--- src/hw/rtl/hcd_pkg.sv ---
// ----------------------------------------------------------------------------
// hcd_pkg
// Shared types and constants for the header and chunk deframer.
// ----------------------------------------------------------------------------
package hcd_pkg;

  localparam logic [7:0] START_KEY   = 8'h0D;
  localparam logic [7:0] END_KEY     = 8'h0A;
  localparam logic [7:0] HEADER_LAST = 8'd5;

  typedef enum logic [1:0] {
    EV_NONE     = 2'd0,
    EV_HEADER   = 2'd1,
    EV_GOOD_END = 2'd2,
    EV_BAD_END  = 2'd3
  } hcd_event_t;

  typedef struct packed {
    hcd_event_t  event_res;
    logic        byte_valid;
    logic [7:0]  byte_index;
    logic [7:0]  byte_value;
    logic [15:0] total_chunks;
    logic [15:0] last_chunk_bytes;
  } hcd_result_t;

endpackage

--- src/hw/rtl/hcd_if.sv ---
// ----------------------------------------------------------------------------
// hcd_in_if / hcd_out_if
// Valid/ready channels for received bytes and deframer results.
// ----------------------------------------------------------------------------
interface hcd_in_if;
  logic       valid;
  logic       ready;
  logic [7:0] byte_in;

  modport source (output valid, output byte_in, input ready);
  modport sink   (input valid, input byte_in, output ready);
endinterface

interface hcd_out_if;
  logic        valid;
  logic        ready;
  logic [1:0]  event_res;
  logic        byte_valid;
  logic [7:0]  byte_index;
  logic [7:0]  byte_value;
  logic [15:0] total_chunks;
  logic [15:0] last_chunk_bytes;

  modport source (output valid, output event_res, output byte_valid, output byte_index,
                  output byte_value, output total_chunks, output last_chunk_bytes,
                  input ready);
  modport sink   (input valid, input event_res, input byte_valid, input byte_index,
                  input byte_value, input total_chunks, input last_chunk_bytes,
                  output ready);
endinterface

--- src/hw/rtl/hcd_frame_fsm.sv ---
// ----------------------------------------------------------------------------
// hcd_frame_fsm
// Header hunt, chunk framing state and per-word result computation.
// ----------------------------------------------------------------------------
module hcd_frame_fsm
  import hcd_pkg::*;
#(
  parameter int CHUNK_BYTES = 256
) (
  input  logic        clk,
  input  logic        rst_n,
  input  logic        accept,
  input  logic [7:0]  byte_in,
  output hcd_result_t result
);

  localparam logic [8:0] LAST_POS = 9'(CHUNK_BYTES - 1);

  logic        chunk_mode_r, chunk_mode_nxt;
  logic        hunting_r, hunting_nxt;
  logic [7:0]  position_r, position_nxt;
  logic [7:0]  hdr_r   [4];
  logic [7:0]  hdr_nxt [4];
  logic [15:0] count_r, count_nxt;
  logic [15:0] size_r, size_nxt;
  logic [8:0]  pos_inc;
  logic [1:0]  hdr_idx;

  assign pos_inc = {1'b0, position_r} + 9'd1;
  assign hdr_idx = pos_inc[1:0] - 2'd1;

  always_comb begin
    chunk_mode_nxt = chunk_mode_r;
    hunting_nxt    = hunting_r;
    position_nxt   = position_r;
    hdr_nxt        = hdr_r;
    count_nxt      = count_r;
    size_nxt       = size_r;
    result         = '0;
    result.event_res = EV_NONE;
    if (!chunk_mode_r) begin
      if (hunting_r) begin
        if (byte_in == START_KEY) begin
          hunting_nxt  = 1'b0;
          position_nxt = '0;
        end
      end else if (pos_inc < {1'b0, HEADER_LAST}) begin
        position_nxt     = pos_inc[7:0];
        hdr_nxt[hdr_idx] = byte_in;
      end else begin
        if (byte_in == END_KEY) begin
          count_nxt        = {hdr_r[1], hdr_r[0]};
          size_nxt         = {hdr_r[3], hdr_r[2]};
          chunk_mode_nxt   = 1'b1;
          result.event_res = EV_HEADER;
        end
        hunting_nxt  = 1'b1;
        position_nxt = '0;
      end
    end else begin
      if (hunting_r) begin
        if (byte_in == START_KEY) begin
          hunting_nxt       = 1'b0;
          position_nxt      = '0;
          result.byte_valid = 1'b1;
          result.byte_value = byte_in;
        end
      end else begin
        position_nxt      = pos_inc[7:0];
        result.byte_valid = 1'b1;
        result.byte_index = pos_inc[7:0];
        result.byte_value = byte_in;
        if (pos_inc >= LAST_POS) begin
          result.event_res = (byte_in == END_KEY) ? EV_GOOD_END : EV_BAD_END;
          hunting_nxt      = 1'b1;
          position_nxt     = '0;
        end
      end
    end
    result.total_chunks     = count_nxt;
    result.last_chunk_bytes = size_nxt;
  end

  always_ff @(posedge clk) begin
    if (!rst_n) begin
      chunk_mode_r <= 1'b0;
      hunting_r    <= 1'b1;
      position_r   <= '0;
      hdr_r        <= '{default: '0};
      count_r      <= '0;
      size_r       <= '0;
    end else if (accept) begin
      chunk_mode_r <= chunk_mode_nxt;
      hunting_r    <= hunting_nxt;
      position_r   <= position_nxt;
      hdr_r        <= hdr_nxt;
      count_r      <= count_nxt;
      size_r       <= size_nxt;
    end
  end

endmodule

--- src/hw/rtl/hcd_out_buf.sv ---
// ----------------------------------------------------------------------------
// hcd_out_buf
// Result register with one skid entry; takes one more result during a stall.
// ----------------------------------------------------------------------------
module hcd_out_buf
  import hcd_pkg::*;
(
  input  logic        clk,
  input  logic        rst_n,
  input  logic        push,
  input  hcd_result_t push_data,
  output logic        push_ready,
  output logic        pop_valid,
  input  logic        pop_ready,
  output hcd_result_t pop_data
);

  logic        main_v_r, main_v_nxt;
  logic        skid_v_r, skid_v_nxt;
  hcd_result_t main_r, main_nxt;
  hcd_result_t skid_r, skid_nxt;
  logic        pop;

  assign pop        = main_v_r && pop_ready;
  assign push_ready = !skid_v_r;
  assign pop_valid  = main_v_r;
  assign pop_data   = main_r;

  always_comb begin
    main_v_nxt = main_v_r;
    skid_v_nxt = skid_v_r;
    main_nxt   = main_r;
    skid_nxt   = skid_r;
    if (pop) begin
      if (skid_v_r) begin
        main_nxt   = skid_r;
        skid_v_nxt = 1'b0;
      end else begin
        main_nxt   = push_data;
        main_v_nxt = push;
      end
    end else if (push) begin
      if (!main_v_r) begin
        main_nxt   = push_data;
        main_v_nxt = 1'b1;
      end else begin
        skid_nxt   = push_data;
        skid_v_nxt = 1'b1;
      end
    end
  end

  always_ff @(posedge clk) begin
    if (!rst_n) begin
      main_v_r <= 1'b0;
      skid_v_r <= 1'b0;
    end else begin
      main_v_r <= main_v_nxt;
      skid_v_r <= skid_v_nxt;
    end
  end

  always_ff @(posedge clk) begin
    main_r <= main_nxt;
    skid_r <= skid_nxt;
  end

endmodule

--- src/hw/rtl/header_and_chunk_deframer.sv ---
// ----------------------------------------------------------------------------
// header_and_chunk_deframer
// Serial byte deframer: six-byte header hunt, then fixed-length chunk frames.
//
// in_ch takes one received byte per word. Every accepted word yields exactly
// one result word on out_ch: the event code, the stored chunk byte with its
// index, and the chunk count and last-chunk size latched from the header.
// Throughput is one word per cycle while out_ch does not stall; the framing
// state updates in a single pass per byte. A synchronous low rst_n returns to
// header hunting with all latched values zero and drops any pending results.
// When the receiver stalls, one result waits in the output register and one
// more in a skid entry; in_ch.ready falls only once both are full, and no
// result is lost.
// ----------------------------------------------------------------------------
module header_and_chunk_deframer
  import hcd_pkg::*;
#(
  parameter int CHUNK_BYTES = 256
) (
  input  logic      clk,
  input  logic      rst_n,
  hcd_in_if.sink    in_ch,
  hcd_out_if.source out_ch
);

  logic        accept;
  hcd_result_t result;
  hcd_result_t out_data;

  assign accept = in_ch.valid && in_ch.ready;

  hcd_frame_fsm #(
    .CHUNK_BYTES(CHUNK_BYTES)
  ) u_fsm (
    .clk    (clk),
    .rst_n  (rst_n),
    .accept (accept),
    .byte_in(in_ch.byte_in),
    .result (result)
  );

  hcd_out_buf u_buf (
    .clk       (clk),
    .rst_n     (rst_n),
    .push      (accept),
    .push_data (result),
    .push_ready(in_ch.ready),
    .pop_valid (out_ch.valid),
    .pop_ready (out_ch.ready),
    .pop_data  (out_data)
  );

  assign out_ch.event_res        = out_data.event_res;
  assign out_ch.byte_valid       = out_data.byte_valid;
  assign out_ch.byte_index       = out_data.byte_index;
  assign out_ch.byte_value       = out_data.byte_value;
  assign out_ch.total_chunks     = out_data.total_chunks;
  assign out_ch.last_chunk_bytes = out_data.last_chunk_bytes;

endmodule
--- src/flat_wrapper.sv ---
// flat-port wrapper written by rule: the top's interface ports become plain ports
module header_and_chunk_deframer_flat import hcd_pkg::*;
#(
  parameter int CHUNK_BYTES = 256
)
  (clk, rst_n, in_ch_valid, in_ch_byte_in, in_ch_ready, out_ch_valid, out_ch_event_res, out_ch_byte_valid, out_ch_byte_index, out_ch_byte_value, out_ch_total_chunks, out_ch_last_chunk_bytes, out_ch_ready);
  hcd_in_if in_ch_i ();
  hcd_out_if out_ch_i ();
  input  logic clk;
  input  logic rst_n;
  input wire logic [$bits(in_ch_i.valid)-1:0] in_ch_valid;
  input wire logic [$bits(in_ch_i.byte_in)-1:0] in_ch_byte_in;
  output wire logic [$bits(in_ch_i.ready)-1:0] in_ch_ready;
  output wire logic [$bits(out_ch_i.valid)-1:0] out_ch_valid;
  output wire logic [$bits(out_ch_i.event_res)-1:0] out_ch_event_res;
  output wire logic [$bits(out_ch_i.byte_valid)-1:0] out_ch_byte_valid;
  output wire logic [$bits(out_ch_i.byte_index)-1:0] out_ch_byte_index;
  output wire logic [$bits(out_ch_i.byte_value)-1:0] out_ch_byte_value;
  output wire logic [$bits(out_ch_i.total_chunks)-1:0] out_ch_total_chunks;
  output wire logic [$bits(out_ch_i.last_chunk_bytes)-1:0] out_ch_last_chunk_bytes;
  input wire logic [$bits(out_ch_i.ready)-1:0] out_ch_ready;
  assign in_ch_i.valid = in_ch_valid;
  assign in_ch_i.byte_in = in_ch_byte_in;
  assign in_ch_ready = in_ch_i.ready;
  assign out_ch_valid = out_ch_i.valid;
  assign out_ch_event_res = out_ch_i.event_res;
  assign out_ch_byte_valid = out_ch_i.byte_valid;
  assign out_ch_byte_index = out_ch_i.byte_index;
  assign out_ch_byte_value = out_ch_i.byte_value;
  assign out_ch_total_chunks = out_ch_i.total_chunks;
  assign out_ch_last_chunk_bytes = out_ch_i.last_chunk_bytes;
  assign out_ch_i.ready = out_ch_ready;
  header_and_chunk_deframer #(.CHUNK_BYTES(CHUNK_BYTES)) u_core (.clk(clk), .rst_n(rst_n), .in_ch(in_ch_i), .out_ch(out_ch_i));
endmodule
--- config.mk ---
export PLATFORM = sky130hd
export DESIGN_NAME = header_and_chunk_deframer_flat
export DESIGN_NICKNAME = d
export VERILOG_FILES = /design/src/hw/rtl/hcd_pkg.sv /design/src/hw/rtl/hcd_if.sv /design/src/hw/rtl/hcd_frame_fsm.sv /design/src/hw/rtl/hcd_out_buf.sv /design/src/hw/rtl/header_and_chunk_deframer.sv /design/src/flat_wrapper.sv
export SDC_FILE = /design/constraint.sdc
export NUM_CORES = 1
export LEC_CHECK = 0
export BUFFER_PORTS_ARGS = -buffer_cell sky130_fd_sc_hd__clkbuf_2
export CORE_UTILIZATION = 45
export CTS_CLUSTER_DIAMETER = 60
export DETAILED_ROUTE_END_ITERATION = 16
export GPL_TIMING_DRIVEN = 0
export PLACE_DENSITY = 0.75
export SYNTH_ARGS = -nofsm -noshare
export SYNTH_HDL_FRONTEND = slang
export SYNTH_SLANG_ARGS = --single-unit
--- constraint.sdc ---
create_clock -name clk -period 5.15 [get_ports clk]
set_clock_uncertainty 0.05 [all_clocks]
set_input_delay 1.03 -clock clk [delete_from_list [all_inputs] [get_ports clk]]
set_output_delay 1.03 -clock clk [all_outputs]
set_load 0.005 [all_outputs]
* After elaboration in Yosys (flattened, before gate mapping)
Cells that the tools add are included. W data, S select, Z words.
Operators by class: add/sub/neg operators 2, magnitude comparators 4, equality and inequality tests 4, mux-type cells 47, bitwise gates (word level) 5, reduce and logical (&&, ||, !) cells 11
Operators by type and width (count):
- $mux W51 | 4
- $mux W16 | 8
- $mux W8 | 10
- $bwmux W32 | 1
- $mux W1 | 19
- $mux W17 | 1
- $demux W8 S2 | 1
- $eq A8 B4 Y1 const B | 2
- $add A8 B1 Y9 const B | 1
- $ge A9 B8 Y1 const B | 1
- $lt A9 B3 Y1 const B | 1
- $mux W2 | 3
- $reduce_and A2 Y1 | 3
- $not A1 Y1 | 4
- $reduce_and A4 Y1 | 1
- $ge A3 B3 Y1 const B | 1
- $logic_and A1 B1 Y1 | 3
- $lt A3 B1 Y1 const B | 1
- $not A2 Y3 | 1
- $reduce_and A3 Y1 | 1
- $ne A2 B1 Y1 const B | 1
- $ne A2 B2 Y1 const B | 1
- $reduce_bool A2 Y1 | 1
- $reduce_or A2 Y1 | 1
- 2 further kinds | 2
Word-level totals: bits in registers 178, input port bits 12, output and inout bits 53, word-level logic and storage cells 96

* Depth between registers and ports, before layout
Gate-level depths: netlist of run 1.
depth after elaboration 8, mapped depth 10

* Cells and area by module
Synthesis of run 1 repeated with hierarchy kept, for this count alone.
Second synthesis, totals: cells, all modules 553, area total of the unflattened synthesis 7547.2 um2
Modules (own cells, without submodules):
- hcd_out_buf | times used 1, cells an instance 171, area each 3826.2 um2, sequential area each 3103.0 um2
- hcd_frame_fsm | times used 1, cells an instance 381, area each 3714.8 um2, sequential area each 1481.4 um2
- header_and_chunk_deframer | times used 1, cells an instance 1, area each 6.3 um2, sequential area each 0.0 um2

* Worst setup path before layout of run 1
No wires, ideal clock.
path type input to register, start point input port in_ch_valid, end point register u_core.u_buf.main_r, in the netlist u_core.u_buf.pop_data[0] (enable), setup time 0.530 ns, data arrival time 4.770 ns, path slack -0.201 ns, cell stages on the path 2, cell sequence nand2_1 o21ai_0
Between the ends: word-level cells in the longest chain between the ends 3
RTL lines:
- start: declaration | line flat_wrapper.sv:11 | input wire logic [$bits(in_ch_i.valid)-1:0] in_ch_valid;
- $logic_and A1 B1 Y1 | line header_and_chunk_deframer.sv:30 | assign accept = in_ch.valid && in_ch.ready;
- $reduce_bool A2 Y1 (no source line)
- $reduce_and A2 Y1 (no source line)
- end signal: assignment | line hcd_out_buf.sv:64 | main_r <= main_nxt;
- end: declaration | line hcd_out_buf.sv:20 | hcd_result_t main_r, main_nxt;
No other way between the ends. A chain may end at the register's enable or synchronous reset.

==> impl_metrics.csv, run 1 <==
group,metric,value,unit
placed_design,dp_hpwl,11.1,mm
yosys,synth_xor_area_frac,0.00575,
outcome,status,"finished clean",
pwr,seqPwrFrac,0.527,
yosys,synth_compound_gate_area_share,0.0394,
yosys,post_synth_num_cell_types,47,
clocking,cts_buffers,17,
yosys,ys_warn_count,0,
yosys,ys_seq_area_frac,0.602,
finish,antenna_cells,0,
sta,tightest_slew,1.00,ns
yosys,synth_top_cell_area_share,0.402,
sta,holdWs,0.413,ns
sta,timing_hold_violations_final,0,
route,drtAntennaViolNets,0,
floorplanning,fp-row-count,47,
route,dr.pass1.iters,6,
yosys,synth_ff_type,"edfxtp_1",
pwr,intPower,2.26,mW
global_routing,antenna_found_initial,0,
sta,setup_tns,0,ns
floorplanning,fp.dieH,132,µm
sta,fin_crit,3.20,ns
finish,nets,675,
yosys,synth_adder_area_share,0.00822,
global_routing,grt_pass1_vias,4760,
sta,fin_crit_sh,0.622,
yosys,synth_edf_count,102,
global_routing,grt_max_degree,30,
sta,finalMaxSlewViolations,0,
sta,max_slew_margin,0.330,
setup_path,end_kind,"flip-flop",
setup_path,r2r_start,"u_core.u_fsm.position_r[0]$_SDFFE_PN0P_",
sta,fmax,0.312,GHz
pwr,finalPower,2.94,mW
global_routing,grt_pass1_wl,25.3,mm
route,avgViaCountPerCell,5.29,
sta,finalSetupViolations,0,
setup_path,r2r_end,"u_core.u_buf.pop_data[31]$_DFFE_PP_",
pwr,power.share.clock,0.435,
pwr,ir_worst_vdd,242,µV
yosys,synthCells,574,
yosys,yosysTopAreaCell,"edfxtp_1",
global_routing,grt_usage,0.192,
setup_path,cp-start-kind,"flip-flop",
route,dr.first_iter.drc_count,292,
pwr,total_leakage_power,3.77,nW
clocking,cts_hold_buf,0,
clocking,cts_resized,0,
pwr,pwr-share-comb,0.038,
setup_path,arrival,3.34,ns
yosys,synthTopCellsByArea,"edfxtp_1 40%, dfxtp_1 20%, mux2i_1 8.5%",
setup_path,critical_path.startpoint,"u_core.u_fsm.position_r[0]$_SDFFE_PN0P_",
clocking,cts_tree,"done",
clocking,cts_sinks,178,
route,routed_wl,15.9,mm
yosys,synthMuxAreaShare,0.211,
global_routing,overflow,0,
finish,fillers,1364,
finish,drive_gt1_frac,0.289,
setup_path,required,5.28,ns
floorplanning,ios,65,
hold_path,min_path_type,"reg -> reg",
floorplanning,core,0.0165,mm²
yosys,ys_async_sr_fraction,0,
placed_design,numPortBuffers,63,
clocking,clk_path_buf_depth,2,
yosys,synth.avg_cell_area,13.3,µm²
yosys,syn_area,0.00761,mm²
route,vias,4717,
clocking,cts_root_buf,"clkbuf_16",
pwr,cellPowerDensity,332,mW/mm²
floorplanning,dieArea,0.0174,mm²
yosys,syn_nets,591,
yosys,ys_ff_latch,178,
clocking,htreeDepth,4,
pwr,switching_share,0.230,
sta,rsz0062_at_grt,"no",
setup_path,worstRegToRegCells,9,
setup_path,r2r_setup_slack,1.95,ns
setup_path,cp_max_fo,11,
placed_design,globalplace.congestion,0.835,
setup_path,endpoint,"u_core.u_buf.pop_data[31]$_DFFE_PP_",
clocking,postCtsSetupBuffers,0,
flow_run,maxCapViolations,0,
clocking,clk_pin_slew,0.07,ns
finish,syn_to_final_growth,16.3,%
yosys,synth_top_family_by_area,"multiplexers",
setup_path,crit_type,"reg -> reg",
floorplanning,start_util,0.461,
route,wl_per_cell,17.9,µm
floorplanning,die_x,132,µm
pwr,power_switching,0.677,mW
yosys,synthSimpleGateAreaFrac,0.102,
clocking,worstSkewPairLatency,0.44,ns
route,drc,0,
worst min path at each step:
| stage | start | end | slack, ns | cells after the start |
|---|---|---|---|---|
| 3_5_place_dp | u_core.u_fsm.size_r[5]$_SDFFE_PN0P_ | u_core.u_fsm.size_r[5]$_SDFFE_PN0P_ | 0.40 | 2 |
| 6_report | u_core.u_fsm.size_r[7]$_SDFFE_PN0P_ | u_core.u_fsm.size_r[7]$_SDFFE_PN0P_ | 0.41 | 2 |
| 5_1_grt | u_core.u_fsm.count_r[5]$_SDFFE_PN0P_ | u_core.u_fsm.count_r[5]$_SDFFE_PN0P_ | 0.43 | 2 |
| 2_1_floorplan | u_core.u_fsm.count_r[13]$_SDFFE_PN0P_ | u_core.u_fsm.count_r[13]$_SDFFE_PN0P_ | 0.39 | 2 |
| 4_1_cts | u_core.u_fsm.size_r[5]$_SDFFE_PN0P_ | u_core.u_fsm.size_r[5]$_SDFFE_PN0P_ | 0.41 | 2 |
| 3_3_place_gp | u_core.u_fsm.size_r[1]$_SDFFE_PN0P_ | u_core.u_fsm.size_r[1]$_SDFFE_PN0P_ | 0.39 | 2 |
per-stage QoR:
| step | cell area [µm²] | worst slack, ns | instances | util |
|---|---|---|---|---|
| final | 8860 | 1.95 | 891 | 0.536 |
| after global routing | 8860 | 1.77 | 891 | 0.536 |
| after CTS | 8860 | 1.90 | 891 | 0.536 |
| after detailed placement | 8270 | 1.65 | 859 | 0.500 |
| after global placement | 8210 | -0.0855 | 857 | 0.497 |
| after floorplan | 7610 | 1.18 | 574 | - |
cell type report:
class                      instances  area (µm²)  area share
clock buffer                      17         425      0.0480
buffer                            30         206      0.0233
clock inverter                    15         169      0.0191
timing repair buffer              65         363      0.0410
inverter                           9        33.8     0.00381
tap                              220         275      0.0311
multi-input combinational        357        2800       0.316
sequential                       178        4580       0.517
power by group through the flow:
| stage | logic (mW) | registers [mW] | clock network [mW] |
|---|---|---|---|
| after floorplan | 0.0403 | 1.59 | 0 |
| after global placement | 0.103 | 1.59 | 0 |
| after detailed placement | 0.112 | 1.58 | 0 |
| after CTS | 0.113 | 1.55 | 1.30 |
| after global routing | 0.120 | 1.55 | 1.35 |
| final | 0.111 | 1.55 | 1.28 |
cells in the mapped netlist (all sizes together), types with 4 or more instances:
master / count
and2: 7
mux2i: 65
clkbuf: 18
nor3: 4
mux2: 73
nor2: 25
o31ai: 5
a32oi: 6
inv: 9
o21ai: 7
edfxtp: 102
nand4: 6
buf: 12
xnor2: 4
dfxtp: 76
a21oi: 6
ha: 5
nand2: 106
nand2b: 4
cells in the final DEF (no fill, tap or decap), drive strengths merged, types with 7 or more instances in the layout:
| cell | synthesis | final |
|---|---|---|
| mux2 | 73 | 73 |
| mux2i | 65 | 65 |
| edfxtp | 102 | 102 |
| nor2 | 25 | 25 |
| dfxtp | 76 | 76 |
| nand2 | 106 | 106 |
| buf | 12 | 14 |
| clkbuf | 18 | 98 |
| and2 | 7 | 7 |
| inv | 9 | 15 |
| o21ai | 7 | 7 |
sequential cells by signal, summed over array words and instances, names as in the netlist:
name                       count
u_core.u_buf.pop_data         51
u_core.u_fsm.hunting_r         1
u_core.u_fsm.count_r          16
u_core.u_fsm.size_r           16
u_core.u_fsm.hdr_r            32
u_core.u_buf.skid_r           51
u_core.u_fsm.position_r        8
u_core.u_buf.skid_v_r          1
u_core.u_buf.pop_valid         1
u_core.u_fsm.chunk_mode_r      1
routing by layer:
layer,routed length (µm),part of all wire,track usage,vias to the layer above
met4,453,0.028,0.0924,0
met1,7240,0.45,0.247,2307
met2,7540,0.47,0.309,135
li1,-,-,-,2251
met3,679,0.043,0.0384,24
met5,0,0,0,-
kinds of logic after synthesis:
kind of cell               Yosys count
muxes                              138
xor gates and xnor gates             5
DFF                                178
AOI/OAI and AO/OA                   40
buffers and inverters               39
adders and majority gates            5
and+or+nand+nor                    169
worst max-delay path: stages (launching register included):
cell and delay [ns]:
dfxtp_1 0.62, ha_1 0.23, buf_2 0.21, nand3_1 0.19
and2_1 0.25, a221o_1 0.33, o211a_4 0.32, buf_12 0.17
mux2_4 0.30, mux2_2 0.29
Note: power is estimated with default switching activity, not from simulation.
==> run 2, diff against run 1 <==
ABC_AREA = 1   (was unset)
clock period = 2.6 ns   (was 5.15 ns; I/O delays follow)
==> run 2 against run 1 <==
Compared with the run above: register-to-register slack worse by 1.7 ns; non-clock buffer count rose by 20; hold slack worse by 0.13 ns; first-iteration DRC count increased by 66%; final area rose by 4.9%; die area rose by 5.7%; count of clock-buffer cells in the layout is 2 higher; via count increased by 37%; largest cell class unchanged.
==> impl_metrics.csv, run 2 <==
group,metric,value,unit
outcome,status,"finished clean",
yosys,synthTopCellsByArea,"edfxtp_1 38%, dfxtp_1 19%, nand2_1 12%",
sta,fmax,0.417,GHz
sta,fin_crit_sh,0.922,
setup_path,required,2.74,ns
route,drc,0,
clocking,cts_buffers,17,
yosys,syn_nets,962,
placed_design,numPortBuffers,64,
floorplanning,fp.dieH,136,µm
sta,timing_hold_violations_final,0,
sta,finalMaxSlewViolations,0,
setup_path,cp-start-kind,"flip-flop",
global_routing,antenna_found_initial,0,
clocking,postCtsSetupBuffers,0,
clocking,cts_hold_buf,0,
route,wl_per_cell,14.1,µm
placed_design,globalplace.congestion,0.906,
clocking,worstSkewPairLatency,0.43,ns
route,dr.pass1.iters,6,
finish,drive_gt1_frac,0.150,
yosys,post_synth_num_cell_types,24,
sta,fin_crit,2.40,ns
global_routing,overflow,0,
yosys,synth_ff_type,"edfxtp_1",
global_routing,groute.layer.met1.usage,0.264,
global_routing,use_met3,0.0412,
global_routing,met2_usage,0.338,
global_routing,grt_pass1_vias,6080,
global_routing,top_usage_layer,"met2",
clocking,clk_path_buf_depth,2,
floorplanning,core,0.0174,mm²
pwr,cellPowerDensity,682,mW/mm²
yosys,synth.avg_cell_area,8.52,µm²
finish,finish.utilization,0.535,
clocking,cts_root_buf,"clkbuf_16",
sta,finalSetupViolations,0,
yosys,synth_common_cells,"264 x nand2_1, 102 x edfxtp_1, 99 x inv_1",
route,dr.first_iter.drc_count,486,
yosys,ys_seq_area_frac,0.569,
route,vias,6476,
yosys,yosysTopAreaCell,"edfxtp_1",
pwr,finalPower,6.33,mW
global_routing,grt_pass1_wl,29.3,mm
setup_path,r2r_setup_slack,0.20,ns
global_routing,grt_max_degree,32,
finish,antenna_cells,0,
global_routing,grt_usage,0.206,
route,routed_wl,17.8,mm
sta,max_slew_margin,0.456,
yosys,synth_most_common_cell,"nand2_1",
yosys,synth_edf_count,102,
finish,nets,1047,
yosys,synth_top_cell_area_share,0.380,
clocking,clk_pin_slew,0.07,ns
sta,tightest_slew,0.813,ns
setup_path,end_kind,"flip-flop",
floorplanning,dieArea,0.0184,mm²
sta,holdWs,0.287,ns
placed_design,dp_hpwl,12.4,mm
setup_path,arrival,2.54,ns
yosys,ys_warn_count,0,
hold_path,min_path_type,"in -> reg",
finish,final_cell_mix,"264 x nand2_1, 102 x edfxtp_1, 99 x inv_1, 93 x nor2_1, 76 x nand3_1",
sta,setup_tns,0,ns
pwr,total_leakage_power,4.32,nW
flow_run,maxCapViolations,0,
yosys,syn_area,0.00805,mm²
route,drtAntennaViolNets,0,
setup_path,crit_type,"reg -> reg",
floorplanning,ios,65,
clocking,cts_resized,0,
floorplanning,fp-row-count,48,
pwr,ir_worst_vdd,457,µV
clocking,cts_sinks,178,
yosys,synthCells,945,
sta,rsz0062_at_grt,"no",
finish,final_common_cell,"nand2_1",
floorplanning,start_util,0.464,
yosys,ys_async_sr_fraction,0,
setup_path,cp_max_fo,10,
route,avgViaCountPerCell,5.11,
clocking,htreeDepth,4,
yosys,ys_ff_latch,178,
floorplanning,die_x,136,µm
clocking,cts_tree,"done",
finish,syn_to_final_growth,15.4,%
-- run 2: changes by cell type after synthesis, sizes merged, moves of 32 or more --
cell,before,now
nand2,106,265
mux2,73,0
nor2,25,96
inv,9,102
mux2i,65,0
nand3,3,81
or2,1,33
nand4,6,68
a21oi,6,48
-- run 2: path summary, 6_finish.rpt --
path	endpoint	cells past startpoint	startpoint
worst max-delay path	u_core.u_buf.pop_data[14]$_DFFE_PP_	14	u_core.u_fsm.position_r[1]$_SDFFE_PN0P_
worst min-delay path	u_core.u_buf.skid_v_r$_SDFFE_PP0P_	3	in_ch_valid
worst max register to register	u_core.u_buf.pop_data[14]$_DFFE_PP_	14	u_core.u_fsm.position_r[1]$_SDFFE_PN0P_
worst min register to register	u_core.u_fsm.hdr_r[26]$_SDFFE_PN0P_	2	u_core.u_fsm.hdr_r[26]$_SDFFE_PN0P_
-- run 2: cells by family after synthesis --
| family | share of synthesized area |
|---|---|
| adder cells (fa/ha/maj) | 0.00777 |
| flip-flops | 0.569 |
| AND/OR/NAND/NOR | 0.303 |
| AO/OA/AOI/OAI | 0.0401 |
| buffers and inverters | 0.0799 |
-- run 2: layout make-up --
cell class,instances,area [µm²]
fill,1592,8070
sequential,178,4590
multi-input combinational,614,2840
clock buffer,19,443
inverter,104,403
timing repair buffer,66,360
tap,225,282
buffer,49,243
clock inverter,13,131
-- run 2: layer usage --
metal	vias to the layer above	routed length (µm)	share of wire
li1	3287	-	-
met5	-	0	0
met3	32	794	0.045
met1	2989	8030	0.45
met2	168	8580	0.48
met4	0	435	0.024
-- run 2: critical path: stages (launching register included) --
cell     delay, ns
dfxtp_1       0.43
inv_1         0.12
ha_1          0.35
inv_1         0.07
nand2_1       0.06
nand2_1       0.05
nand3_1       0.07
nor2_1        0.04
nand2_1       0.12
nand3_2       0.18
buf_2         0.29
nand2_1       0.12
nand3_1       0.10
nand2_1       0.08
inv_1         0.03
-- run 2: report_power, final --
part	switching [mW]	leakage, nW	internal [mW]
Clock	1.06	0.292	1.44
Combinational	0.410	2.40	0.226
Sequential	0.0539	1.62	3.14
Total	1.53	4.32	4.80
-- run 2: metrics by stage --
stage | std cells | setup slack (ns) | instance area [µm²]
2_1_floorplan | 945 | 0.0250 | 8060
6_report | 1268 | 0.203 | 9290
5_1_grt | 1268 | 0.00359 | 9290
3_5_place_dp | 1236 | -0.166 | 8710
3_3_place_gp | 1234 | -0.898 | 8660
4_1_cts | 1268 | 0.00672 | 9290
==> run 3, diff against run 2 <==
SYNTH_HIERARCHICAL = 1   (was unset)
==> run 3 against run 2 <==
Compared with the run above: area after synthesis grew 3.3%; final area rose by 3.9%; largest power group unchanged; flip-flop and latch count is the same; highest routed layer unchanged; first-iteration DRC count up 22%; die area grew 3.3%.
==> impl_metrics.csv, run 3 <==
group,metric,value,unit
outcome,status,"finished clean",
setup_path,r2r_end,"u_core/u_buf/pop_data[17]$_DFFE_PP_",
setup_path,critPathMaxStageDelay,0.62,ns
setup_path,crit_family,"buffers and inverters",
clocking,cts_sinks,178,
route,avgViaCountPerCell,5.07,
global_routing,grt_pass1_vias,6301,
clocking,cts_root_buf,"clkbuf_16",
finish,seqCellArea,0.00459,mm²
finish,drive_gt1_frac,0.170,
floorplanning,core,0.0180,mm²
route,wl_per_cell,14.2,µm
sta,max_slew_margin,0.473,
route,routed_wl,18.8,mm
yosys,yosysTopAreaCell,"edfxtp_1",
yosys,synth_edf_count,102,
finish,multi_input_area,0.00308,mm²
setup_path,r2r_setup_slack,0.17,ns
hold_path,whs_endpoint,"u_core/u_buf/pop_valid$_SDFFE_PN0P_",
setup_path,r2r_start,"u_core/u_buf/skid_v_r$_SDFFE_PP0P_",
global_routing,overflow,0,
route,dr.first_iter.drc_count,591,
clocking,cts_buffers,17,
yosys,synthCells,994,
floorplanning,die_x,138,µm
sta,rsz0062_at_grt,"no",
finish,fillers,1651,
yosys,syn_nets,1011,
finish,stdcell_count,1324,
setup_path,crit_type,"reg -> reg",
clocking,cts_tree,"done",
setup_path,worstRegToRegCells,7,
clocking,worstSkewPairLatency,0.43,ns
sta,fin_crit_sh,0.934,
placed_design,place_inst,1289,
hold_path,hold-path-cell-count,3,
setup_path,cp-start-kind,"flip-flop",
setup_path,path_buf_inv,5,
yosys,post_synth_num_cell_types,27,
setup_path,arrival,2.50,ns
flow_run,maxCapViolations,0,
route,drc,0,
hold_path,min_path_type,"in -> reg",
yosys,synth_most_common_cell,"nand2_1",
yosys,synth_ff_type,"edfxtp_1",
setup_path,cp_common_cell,"inv_1",
global_routing,grt_pass1_wl,31.0,mm
placed_design,dp_hpwl,13.1,mm
floorplanning,fp-row-count,49,
yosys,syn_area,0.00832,mm²
pwr,total_leakage_power,4.60,nW
yosys,ys_async_sr_fraction,0,
finish,syn_to_final_growth,16.0,%
yosys,synth_common_cells,"301 x nand2_1, 154 x nor2_1, 102 x edfxtp_1",
finish,final_cell_mix,"301 x nand2_1, 151 x nor2_1, 102 x edfxtp_1, 95 x inv_1, 74 x dfxtp_1",
sta,setup_slack,0.171,ns
setup_path,cp_slowest_cell,"o21ai_4",
yosys,ys_seq_area_frac,0.551,
sta,fmax,0.412,GHz
clocking,htreeDepth,4,
route,dr.pass1.iters,5,
finish,nets,1099,
route,vias,6712,
setup_path,required,2.67,ns
sta,holdWs,0.322,ns
global_routing,grt_max_degree,33,
global_routing,grt_usage,0.212,
sta,finalSetupViolations,0,
finish,finish.utilization,0.535,
placed_design,numPortBuffers,64,
yosys,synthTopCellsByArea,"edfxtp_1 37%, dfxtp_1 18%, nand2_1 14%",
yosys,ys_warn_count,6,
sta,finalMaxSlewViolations,0,
global_routing,antenna_found_initial,0,
floorplanning,fp.dieH,138,µm
sta,timing_hold_violations_final,0,
pwr,finalPower,6.25,mW
yosys,ys_ff_latch,178,
sta,tightest_slew,0.788,ns
yosys,synth_top_cell_area_share,0.368,
floorplanning,ios,65,
yosys,synth.avg_cell_area,8.37,µm²
finish,final_common_cell,"nand2_1",
setup_path,end_kind,"flip-flop",
finish,antenna_cells,0,
placed_design,globalplace.congestion,0.859,
pwr,ir_worst_vdd,454,µV
hold_path,hp-start,"rst_n",
sta,fin_crit,2.43,ns
clocking,clk_pin_slew,0.06,ns
setup_path,cp_max_fo,31,
route,drtAntennaViolNets,0,
floorplanning,start_util,0.462,
clocking,clk_path_buf_depth,2,
placed_design,dp_slack,-0.191,ns
pwr,cellPowerDensity,648,mW/mm²
setup_path,cp_cell_sequence,"inv_2 -> buf_2 -> nand2_1 -> inv_1 -> inv_1 -> o21ai_4 -> buf_12",
floorplanning,dieArea,0.0190,mm²
[run 3: power breakdown]
group          internal, mW  switching (mW)  leakage [nW]  total [mW]
Combinational         0.182           0.363          2.71       0.545
Sequential             3.14          0.0527          1.61        3.19
Clock                  1.46            1.05         0.278        2.51
[run 3: layer usage]
layer  wire [µm]  part of all wire  global-route usage
met1        8150              0.43               0.264
met2        9210              0.49               0.354
met5           0                 0                   0
met4         595             0.032               0.109
met3         875             0.046              0.0351
[run 3: worst min-delay path: stages]
cell and delay (ns):
clkbuf_2 0.13, inv_1 0.06, a21oi_1 0.04
[run 3: kinds of logic after synthesis]
| logic type | share of synthesized area |
|---|---|
| buf+inv | 0.0854 |
| simple gates | 0.314 |
| compound gates | 0.0421 |
| fa+ha+maj | 0.00752 |
| flops | 0.551 |
[run 3: worst max-delay path by stage]
stage | start | end | slack [ns] | depth (start not counted)
5_1_grt | u_core/u_fsm/position_r[0]$_SDFFE_PN0P_ | u_core/u_buf/pop_data[18]$_DFFE_PP_ | 0.003 | 16
3_5_place_dp | u_core/u_buf/skid_v_r$_SDFFE_PP0P_ | u_core/u_fsm/position_r[3]$_SDFFE_PN0P_ | -0.19 | 9
4_1_cts | u_core/u_fsm/position_r[0]$_SDFFE_PN0P_ | u_core/u_buf/pop_data[49]$_DFFE_PP_ | 0.006 | 14
6_report | u_core/u_buf/skid_v_r$_SDFFE_PP0P_ | u_core/u_buf/pop_data[17]$_DFFE_PP_ | 0.17 | 7
3_3_place_gp | u_core/u_buf/skid_v_r$_SDFFE_PP0P_ | u_core/u_fsm/position_r[3]$_SDFFE_PN0P_ | -0.23 | 9
2_1_floorplan | u_core/u_fsm/position_r[1]$_SDFFE_PN0P_ | u_core/u_buf/pop_data[49]$_DFFE_PP_ | 0.41 | 13
[run 3: final cells by class]
| type | instances | share of cell area |
|---|---|---|
| plain buffers | 52 | 0.0348 |
| repair buffers | 70 | 0.0418 |
| clock buffers | 22 | 0.0481 |
| clock inverters | 10 | 0.0113 |
| flip-flops and latches | 178 | 0.476 |
| inverters | 101 | 0.0393 |
| multi-input cells | 662 | 0.319 |
| well taps | 229 | 0.0297 |
[run 3: stage by stage]
stage | instance area [µm²] | TNS (ns)
2_1_floorplan | 8340 | 0
4_1_cts | 9600 | 0
3_5_place_dp | 8990 | -4.85
3_3_place_gp | 8950 | -20.60
6_report | 9650 | 0
5_1_grt | 9650 | 0
[run 3: repair_timing]
action                                 in CTS  in global routing
endpoints found under the hold margin       0                  0
hold buffers                                0                  0
buffers inserted                            2                  2
pin swaps                                   0                  1
setup endpoints to repair                  67                 55
gates resized for setup                     5                 11
